File: config.mk
export PLATFORM = sky130hd
export DESIGN_NAME = sata_dma_command_builder
export DESIGN_NICKNAME = d
export VERILOG_FILES = /design/src/hdl/sdcb_pkg.sv /design/src/hdl/sdcb_front.sv /design/src/hdl/sdcb_queue.sv /design/src/hdl/sdcb_back.sv /design/src/hdl/sata_dma_command_builder.sv
export SDC_FILE = /design/constraint.sdc
export NUM_CORES = 1
export LEC_CHECK = 0
export BUFFER_PORTS_ARGS = -buffer_cell sky130_fd_sc_hd__buf_2
export CAP_MARGIN = 20
export CORE_AREA = 10 10 169 289
export CTS_CLUSTER_DIAMETER = 200
export CTS_CLUSTER_SIZE = 20
export DETAILED_ROUTE_END_ITERATION = 8
export DIE_AREA = 0 0 179 299
export GPL_TIMING_DRIVEN = 0
export PLACE_DENSITY = 0.83
export SYNTH_ARGS = -nofsm -noshare
export SYNTH_HDL_FRONTEND = slang
export SYNTH_SLANG_ARGS = --single-unit
File: constraint.sdc
create_clock -name clk -period 29.2 [get_ports clk]
set_clock_uncertainty 0.2 [all_clocks]
set_input_delay 1.46 -clock clk [delete_from_list [all_inputs] [get_ports clk]]
set_output_delay 1.46 -clock clk [all_outputs]
set_load 0.01 [all_outputs]
File: src/hdl/sdcb_pkg.sv
// Types and constants of the SATA DMA command builder.
package sdcb_pkg;

  localparam int DEF_MAX_REGION_ENTRIES = 32;
  localparam int DEF_SECTORS_PER_ENTRY  = 16;
  localparam int DEF_SLOT_COUNT         = 32;
  localparam int QUEUE_DEPTH            = 2;
  localparam int SECTOR_SHIFT           = 9;

  localparam logic [7:0] CMD_READ_EXT  = 8'h25;
  localparam logic [7:0] CMD_WRITE_EXT = 8'h35;

  localparam logic [1:0] KIND_HEADER  = 2'd0;
  localparam logic [1:0] KIND_ENTRY   = 2'd1;
  localparam logic [1:0] KIND_NO_SLOT = 2'd2;
  localparam logic [1:0] KIND_BAD_CNT = 2'd3;

  typedef struct packed {
    logic        is_write;
    logic [47:0] start_sector;
    logic [15:0] sector_count;
    logic [63:0] buffer_address;
    logic [31:0] busy_slots;
  } req_t;

  typedef struct packed {
    logic [1:0]  item_kind;
    logic [4:0]  slot_index;
    logic        write_flag;
    logic [7:0]  command_code;
    logic [47:0] fis_lba;
    logic [15:0] fis_count;
    logic [5:0]  entry_total;
    logic [63:0] region_address;
    logic [12:0] region_bytes_minus_one;
    logic        last_item;
  } res_t;

  typedef struct packed {
    logic [1:0]  kind;
    logic [4:0]  slot;
    logic        wr;
    logic [47:0] lba;
    logic [15:0] count;
    logic [5:0]  entries;
    logic [63:0] addr;
  } job_t;

  typedef struct packed {
    logic empty;
    logic full;
  } queue_status_t;

endpackage

File: src/hdl/sdcb_front.sv
// Request classifier: count check, lowest free slot, region entry count.
module sdcb_front #(
  parameter int MAX_REGION_ENTRIES = sdcb_pkg::DEF_MAX_REGION_ENTRIES,
  parameter int SECTORS_PER_ENTRY  = sdcb_pkg::DEF_SECTORS_PER_ENTRY,
  parameter int SLOT_COUNT         = sdcb_pkg::DEF_SLOT_COUNT
) (
  input  sdcb_pkg::req_t req,
  output sdcb_pkg::job_t job
);
  import sdcb_pkg::*;

  localparam logic [15:0] CAPACITY  = 16'(MAX_REGION_ENTRIES * SECTORS_PER_ENTRY);
  localparam logic [31:0] SLOT_MASK = 32'((64'd1 << SLOT_COUNT) - 64'd1);
  localparam int          RECIP_SHIFT = 24;
  localparam logic [24:0] RECIP =
    25'(((1 << RECIP_SHIFT) + SECTORS_PER_ENTRY - 1) / SECTORS_PER_ENTRY);

  logic [31:0] busy_m;
  logic [31:0] free_onehot;
  logic [4:0]  slot;
  logic        found;
  logic        bad;
  logic [15:0] count_m1;
  logic [37:0] entries_prod;

  always_comb begin
    busy_m      = req.busy_slots | ~SLOT_MASK;
    free_onehot = ~busy_m & (busy_m + 32'd1);
    found       = (busy_m != '1);
    slot        = '0;
    for (int i = 0; i < 32; i++) begin
      if (free_onehot[i]) slot = slot | 5'(i);
    end
    bad      = (req.sector_count == 16'd0) || (req.sector_count > CAPACITY);
    count_m1 = req.sector_count - 16'd1;
    // reciprocal multiply, exact for every count within capacity
    entries_prod = 38'(count_m1[12:0]) * 38'(RECIP);

    job         = '0;
    job.slot    = slot;
    job.wr      = req.is_write;
    job.lba     = req.start_sector;
    job.count   = req.sector_count;
    job.entries = entries_prod[29:24] + 6'd1;
    job.addr    = req.buffer_address;
    if (bad) begin
      job.kind = KIND_BAD_CNT;
    end else if (!found) begin
      job.kind = KIND_NO_SLOT;
    end else begin
      job.kind = KIND_HEADER;
    end
  end

endmodule

File: src/hdl/sdcb_queue.sv
// Short job queue between classifier and emitter.
module sdcb_queue (
  input  logic                   clk,
  input  logic                   rst,
  input  logic                   push,
  input  sdcb_pkg::job_t         push_data,
  input  logic                   pop,
  output sdcb_pkg::job_t         pop_data,
  output sdcb_pkg::queue_status_t status
);
  import sdcb_pkg::*;

  localparam int PW = (QUEUE_DEPTH > 1) ? $clog2(QUEUE_DEPTH) : 1;

  job_t          slots [QUEUE_DEPTH];
  logic [PW-1:0] wr_ptr;
  logic [PW-1:0] rd_ptr;
  logic [PW:0]   fill;

  assign status.empty = (fill == '0);
  assign status.full  = (fill == (PW + 1)'(QUEUE_DEPTH));
  assign pop_data     = slots[rd_ptr];

  always_ff @(posedge clk) begin
    if (rst) begin
      wr_ptr <= '0;
      rd_ptr <= '0;
      fill   <= '0;
    end else begin
      if (push) begin
        slots[wr_ptr] <= push_data;
        wr_ptr <= (wr_ptr == PW'(QUEUE_DEPTH - 1)) ? '0 : wr_ptr + PW'(1);
      end
      if (pop) begin
        rd_ptr <= (rd_ptr == PW'(QUEUE_DEPTH - 1)) ? '0 : rd_ptr + PW'(1);
      end
      if (push && !pop) begin
        fill <= fill + (PW + 1)'(1);
      end else if (pop && !push) begin
        fill <= fill - (PW + 1)'(1);
      end
    end
  end

endmodule

File: src/hdl/sdcb_back.sv
// Result emitter: header item then one region entry per cycle, or a single error item.
module sdcb_back #(
  parameter int SECTORS_PER_ENTRY = sdcb_pkg::DEF_SECTORS_PER_ENTRY
) (
  input  logic           clk,
  input  logic           rst,
  input  logic           empty,
  input  sdcb_pkg::job_t job,
  output logic           pop,
  output logic           strobe,
  output sdcb_pkg::res_t result
);
  import sdcb_pkg::*;

  typedef enum logic [1:0] {
    ST_IDLE,
    ST_HEAD,
    ST_ENTRY
  } state_t;

  localparam logic [15:0] SPE = 16'(SECTORS_PER_ENTRY);

  state_t      state;
  job_t        cur;
  logic [5:0]  left;
  logic [15:0] remaining;
  logic [63:0] addr;

  logic        last_entry;
  logic [15:0] secs;
  logic [24:0] bytes;
  logic [24:0] bytes_m1;
  logic        strobe_next;
  res_t        result_next;

  assign pop = (state == ST_IDLE) && !empty;

  always_comb begin
    last_entry  = (left == 6'd1);
    secs        = last_entry ? remaining : SPE;
    bytes       = {secs, 9'd0};
    bytes_m1    = bytes - 25'd1;
    strobe_next = 1'b0;
    result_next = '0;
    case (state)
      ST_HEAD: begin
        strobe_next           = 1'b1;
        result_next.item_kind = cur.kind;
        if (cur.kind != KIND_HEADER) begin
          result_next.last_item = 1'b1;
        end else begin
          result_next.slot_index   = cur.slot;
          result_next.write_flag   = cur.wr;
          result_next.command_code = cur.wr ? CMD_WRITE_EXT : CMD_READ_EXT;
          result_next.fis_lba      = cur.lba;
          result_next.fis_count    = cur.count;
          result_next.entry_total  = cur.entries;
        end
      end
      ST_ENTRY: begin
        strobe_next                        = 1'b1;
        result_next.item_kind              = KIND_ENTRY;
        result_next.region_address         = addr;
        result_next.region_bytes_minus_one = bytes_m1[12:0];
        result_next.last_item              = last_entry;
      end
      default: begin
      end
    endcase
  end

  always_ff @(posedge clk) begin
    if (rst) begin
      state  <= ST_IDLE;
      strobe <= 1'b0;
    end else begin
      strobe <= strobe_next;
      result <= result_next;
      case (state)
        ST_IDLE: begin
          if (!empty) begin
            cur   <= job;
            state <= ST_HEAD;
          end
        end
        ST_HEAD: begin
          if (cur.kind != KIND_HEADER) begin
            state <= ST_IDLE;
          end else begin
            left      <= cur.entries;
            remaining <= cur.count;
            addr      <= cur.addr;
            state     <= ST_ENTRY;
          end
        end
        ST_ENTRY: begin
          addr      <= addr + 64'(bytes);
          remaining <= remaining - secs;
          left      <= left - 6'd1;
          if (last_entry) state <= ST_IDLE;
        end
        default: begin
          state <= ST_IDLE;
        end
      endcase
    end
  end

endmodule

File: src/hdl/sata_dma_command_builder.sv
// SATA DMA command builder top level: AHCI slot pick and PRDT entry generation.
// A request is taken when start is high and busy is low; busy rises only
// while the two-deep request queue is full. A good request yields a command
// header followed by one region entry per SECTORS_PER_ENTRY sectors, one
// result per cycle on consecutive cycles, with strobe marking each; a bad
// count or a full slot mask yields a single error item. The emitter loads a
// queued job from its idle state and takes no new job until it has finished
// the current one, whether a header and its entries or an error item. Results
// cannot be held off: the receiver must take every strobed result.
module sata_dma_command_builder #(
  parameter int MAX_REGION_ENTRIES = sdcb_pkg::DEF_MAX_REGION_ENTRIES,
  parameter int SECTORS_PER_ENTRY  = sdcb_pkg::DEF_SECTORS_PER_ENTRY,
  parameter int SLOT_COUNT         = sdcb_pkg::DEF_SLOT_COUNT
) (
  input  logic           clk,
  input  logic           rst,
  input  logic           start,
  output logic           busy,
  input  sdcb_pkg::req_t request,
  output logic           strobe,
  output sdcb_pkg::res_t result
);
  import sdcb_pkg::*;

  job_t          front_job;
  job_t          queue_job;
  queue_status_t queue_status;
  logic          pop;

  assign busy = queue_status.full;

  sdcb_front #(
    .MAX_REGION_ENTRIES(MAX_REGION_ENTRIES),
    .SECTORS_PER_ENTRY (SECTORS_PER_ENTRY),
    .SLOT_COUNT        (SLOT_COUNT)
  ) u_front (
    .req(request),
    .job(front_job)
  );

  sdcb_queue u_queue (
    .clk      (clk),
    .rst      (rst),
    .push     (start && !queue_status.full),
    .push_data(front_job),
    .pop      (pop),
    .pop_data (queue_job),
    .status   (queue_status)
  );

  sdcb_back #(
    .SECTORS_PER_ENTRY(SECTORS_PER_ENTRY)
  ) u_back (
    .clk   (clk),
    .rst   (rst),
    .empty (queue_status.empty),
    .job   (queue_job),
    .pop   (pop),
    .strobe(strobe),
    .result(result)
  );

endmodule

Yosys cells after proc, flatten, opt, wreduce, memory -nomap -nowiden
Memories as Yosys holds them, arrays and structs flattened. A register that Yosys moved wholly into a read port is not among the register bits.
Index checks and enable logic that the tools add are counted.
Storage, ports and cells
  register bits after elaboration: 257
  RAM bits: 284
  input bits: 164
  output and inout bits: 166
  logic and storage cells: 148
  memories kept: 1
Cells by class
  $add $sub $neg: 11
  $lt $le $gt $ge: 1
  eq/ne operators: 9
  multiplexer cells: 83
  bitwise gates (word level): 3
  reduce and logical (&&, ||, !) cells: 22
Memory list
  u_queue.slots: words 2, width 142, read ports 1, clocked after Yosys merged registers in 1, wr ports 1, line sdcb_queue.sv:15  | job_t slots [QUEUE_DEPTH];
Operator list (count)
  64-bit two-way mux: 4
  84-bit two-way mux: 2
  64-bit case mux with 2 select lines: 1
  5-bit two-way mux: 17
  16-bit two-way mux: 5
  64-bit by 25-bit adder with 64-bit output: 1
  2-bit two-way mux: 20
  32-bit by 1-bit adder with 32-bit output, second input constant: 1
  32-bit AND: 1
  4-bit two-way mux: 8
  32-bit inequality test, second input constant: 1
  32-bit NOT: 1
  16-bit case mux with 2 select lines: 1
  6-bit two-way mux: 4
  16-bit by 10-bit greater-than comparator with 1-bit output, second input constant: 1
  16-bit zero test: 1
  16-bit subtractor: 1
  1-bit two-way mux: 13
  13-bit by 1-bit subtractor with 13-bit output, second input constant: 1
  3-bit two-way mux: 4
  6-bit case mux with 2 select lines: 1
  10-bit by 1-bit subtractor with 10-bit output, second input constant: 1
  2-bit nonzero test: 4
  6-bit by 1-bit adder with 6-bit output, second input constant: 1
  other kinds (22): 34

Logic depth before layout (Yosys ltp)
  depth after elaboration: 33
  gate-level depth with buffers: 17
  mapped depth without buffers: 14

Modules after synthesis
From an unflattened synthesis, not the netlist that was laid out.
Second synthesis, totals
  cell total of the unflattened synthesis: 1799
  area total of the unflattened synthesis: 28272.1 µm²
Modules (own cells, without submodules)
  sdcb_back: instances 1, cells an instance 1081, area each 15693.8 µm², sequential area each 11380.9 µm²
  sdcb_queue: instances 1, cells an instance 464, area each 10779.1 µm², sequential area each 8628.3 µm²
  sdcb_front: instances 1, cells an instance 253, area each 1785.5 µm², sequential area each 0.0 µm²
  sata_dma_command_builder: instances 1, cells an instance 1, area each 13.8 µm², sequential area each 0.0 µm²

Worst setup path before layout
No wires, ideal clock.
  path type: input to register
  start point: in rst
  end point: mem u_queue.slots[1][0] in the netlist's numbering (enable)
  library setup time: 0.847 ns
  arrival time: 11.976 ns
  required time: 28.153 ns
  path slack: 16.178 ns
  stages on the path: 2
  path buffers: 1
  path through: clkbuf_1 nor3b_1
Between the ends
  word-level cells in the longest chain between the ends: 2
Ends and longest elaborated chain
  start, declared: line sata_dma_command_builder.sv:16  | input logic rst,
  1-bit two-way mux: line sdcb_queue.sv:25  | if (rst) begin
  1-bit two-way mux (not written as such): line sdcb_queue.sv:31  | slots[wr_ptr] <= push_data;
  end, declared: line sdcb_queue.sv:15
No other way between the ends.

Final worst setup path
  start point: reg u_back.left[2]
  end point: reg u_back.addr[41] (data pin)
Between the ends
  word-level cells in the longest chain between the ends: 5
Ends and longest elaborated chain
  start, declared: line sdcb_back.sv:25  | logic [5:0] left;
  start signal, assigned: line sdcb_back.sv:90  | left <= cur.entries;
  start signal, assigned: line sdcb_back.sv:99  | left <= left - 6'd1;
  6-bit by 1-bit equality test with 1-bit output: line sdcb_back.sv:39  | last_entry = (left == 6'd1);
  16-bit two-way mux: line sdcb_back.sv:40  | secs = last_entry ? remaining : SPE;
  64-bit by 25-bit adder with 64-bit output: line sdcb_back.sv:97  | addr <= addr + 64'(bytes);
  64-bit case mux with 2 select lines: line sdcb_back.sv:79  | case (state)
  64-bit two-way mux: line sdcb_back.sv:73  | if (rst) begin
  end signal, assigned: line sdcb_back.sv:92  | addr <= cur.addr;
  end signal, assigned: line sdcb_back.sv:97
  end, declared: line sdcb_back.sv:27  | logic [63:0] addr;
No other way between the ends. The select of a mux whose other input is x is not followed.
A chain may end at the register's enable or synchronous reset.

==> results by group <==
Worst hold path
  – HP Start: u_back.cur[3]
  – Hold Crit Class: reg2reg
  – Hold Crit Depth: 0

Synth
  – Syn_area_per_cell: 16.49 sq um
  – YS warnings: 0
  – Most numerous cell in the Yosys netlist: edfxtp_1
  – Synth unique cells: 71
  – Mapped cell area: 26540 sq um
  – Post-synth EDFFs: 661
  – Seq/Total Area, Yosys: 0.7533
  – Top cells by area, synth: edfxtp_1, mux2_2, and2_1
  – Ys flop type: edfxtp_1
  – Synth async-reset ratio: 0
  – FF+latch count, synth: 668
  – Area leader, netlist: edfxtp_1
  – Synth top cells by count: edfxtp_1, mux2_2, and2_1
  – Area share of the largest cell type after synthesis: 0.7480
  – Syn Inst Count: 1609

Floorplan
  – Cell Rows: 102
  – Die Y: between 200 and 300 um
  – IO Count: 330
  – Die Footprint: 53520 sq um
  – Die W: approximately 180 um
  – Starting density of the core: 0.6027
  – Core ar.: roughly 44000 sq um

STA
  – Hold slack: 0.2240 ns
  – Tcrit/Tclk final: 0.1691
  – Final Max Slew Viols: 0
  – RSZ-0062 raised after global routing: false
  – Max Clk Rate: 202.5 MHz
  – Fin crit period: 4.937 ns
  – Worst slew margin: 0.2832
  – Total negative slack: 0 ns
  – Worst slew pin tran: 1.075 ns
  – Setup violators final: 0
  – Hold Fails Final Rpt: 0
  – Setup WS post-layout: 24.26 ns

Global routing
  – Initial antenna violation count: 18
  – GRT Total Usage: 0.2189
  – Vias in the first global route: 16060
  – GR Overflow Total: 0
  – Pin count of the biggest net entering global routing: 54
  – Global-route wire length before repair: 89.81 mm

Flow run
  – Max_cap viols: 0

Placed design
  – Placer Congestion: 0.9448
  – Dpl ws: 24.39 ns
  – DP Area: approximately 30000 sq um
  – Cells after DPL: 2546
  – Port-buffer cells: 325
  – HPWL after DPL: 43.63 mm

Route
  – DRT iter0 DRCs: 1141
  – Routed via count: 15020
  – DRC Markers: 0
  – Via/cell ratio: 5.770
  – Drt wl/cell: 22.61 um
  – Wirelength, routed: between 50 and 60 mm
  – Routed Antenna Nets: 0
  – First-pass detailed-route iteration total: 7

Clock tree
  – Clock Tree Buf Depth: 3
  – Clk_lat worst skew: 0.57 ns
  – Post-CTS Hold Fix Bufs: 0
  – Post-CTS setup buffer count: 0
  – Clk slew on worst S/H paths: 0.09 ns
  – Clock sink total: 668
  – CTS resizes: 0
  – CTS tree: done
  – TritonCTS buffer count: 39
  – CTS HTree Levels: 2
  – Root buffer cell: clkbuf_16

Setup path
  – Launch point of the worst reg-to-reg path: u_back.left[2]
  – Setup Crit Path Kind: reg2reg
  – Worst-path maximum fanout: 10
  – Critical Path RT: 29.32 ns
  – Crit end category: flop
  – Worst EP arrival: 5.05 ns
  – Startpoint Class: flop
  – Crit path from: u_back.left[2]
  – Path depth of the worst reg2reg path: 16

Power
  – Logic pwr share: 0.081
  – Net load switching power: 0.3795 mW
  – VDD IR max: between 0.00006 and 0.00007 V
  – Leakage Power: 11.14 nW
  – Pwr Total: about 1.8 mW
  – Int Pwr: 1.423 mW
  – Clock share of power: 0.299
  – Net Sw Frac: 0.2105
  – Pwr/cell area: just under 60 nW/um^2
  – Seq pwr share: 0.621

Finish
  – Design Area, Final: 30510 sq um
  – Area growth from synthesis to layout: 14.98%
  – Post-route insts no fill: 2603
  – Filler cells: 2953
  – Share of cells above drive strength 1: 0.2986
  – Post-layout util: 0.6930
  – Final #Nets: 2204

Run status
  – Status: complete, no violations
-- worst paths after layout --
| path | end | slack, ns |
|---|---|---|
| setup / recovery | u_back.addr[41] | 24.26 |
| hold / removal | u_back.addr[3] | 0.22 |
| setup reg to reg | u_back.addr[41] | 24.26 |
| hold reg to reg | u_back.addr[3] | 0.22 |
-- cells by family after synthesis --
group           share of synthesized area
buf+inv                           0.01716
other cells                     0.0002830
flops                              0.7533
mux                               0.07794
fa+ha+maj                         0.01207
xor+xnor                          0.01419
compound gates                    0.03833
simple gates                      0.08676
-- worst max-delay path, cell delays in order, from the launching register on --
cell and delay, ns:
edfxtp_1 0.46, nor3_1 0.39, and3_1 0.22, clkbuf_1 0.30, clkbuf_1 0.36, nand2_1 0.16, inv_1 0.12, ha_1 0.20
fa_1 0.25, a21oi_1 0.11, o21ai_1 0.32, nand3_1 0.21, a21oi_1 0.52, o21a_1 0.27, buf_2 0.31, nand3_1 0.15
mux2i_1 0.15
-- routing by layer --
metal,wire length [um],GRT usage
met2,32170,0.3983
met4,2635,0.1023
met3,4271,0.05114
met5,132,0
met1,19650,0.2308
-- power by group through the flow --
stage / Sequential (mW) / Clock [mW] / Combinational [mW]
after floorplan: 1.15 / 0 / 0.0790
after global placement: 1.16 / 0 / 0.131
after detailed placement: 1.14 / 0 / 0.146
after CTS: 1.12 / 0.547 / 0.147
after global routing: 1.12 / 0.582 / 0.159
final: 1.12 / 0.538 / 0.145
-- state kept, by name (all words and copies together), names as in the netlist --
signal,flops
u_back.addr,64
u_back.cur,142
u_back.left,6
u_back.remaining,16
u_back.result,149
u_back.state,2
u_back.strobe,1
u_queue.fill,2
u_queue.rd_ptr,1
u_queue.slots,284
u_queue.wr_ptr,1
-- area by class of cell --
cell class | instances | area, sq um | area share
sequential | 668 | 19990 | 0.6551
antenna | 8 | 20.02 | 0.0006561
buffer | 71 | 331.6 | 0.01087
clock buffer | 48 | 1052 | 0.03449
timing repair buffer | 362 | 2126 | 0.06967
multi-input combinational | 840 | 6133 | 0.2010
clock inverter | 1 | 16.27 | 0.0005331
inverter | 33 | 128.9 | 0.004224
tap | 572 | 715.7 | 0.02346
-- cell usage in the layout (no fill, tap or decap), types with 6 or more instances in the layout --
cell,count
buf_6,24
a21oi_1,74
mux2_2,157
xor2_1,25
a211oi_1,7
clkbuf_16,41
o21ai_1,6
and3_1,14
and2_1,155
xnor2_1,18
o21ai_0,30
a31oi_1,6
edfxtp_1,661
nand2_1,51
inv_1,30
buf_2,327
diode_2,8
nand2b_1,6
o2111ai_1,6
nand4_1,17
or3_1,10
nor2_1,68
mux2i_1,30
clkbuf_1,57
ha_1,24
buf_4,18
nor4_1,7
nand3_1,30
a21o_1,6
dfxtp_1,7
nor3_1,21
Power figures use the tool's default switching activity.
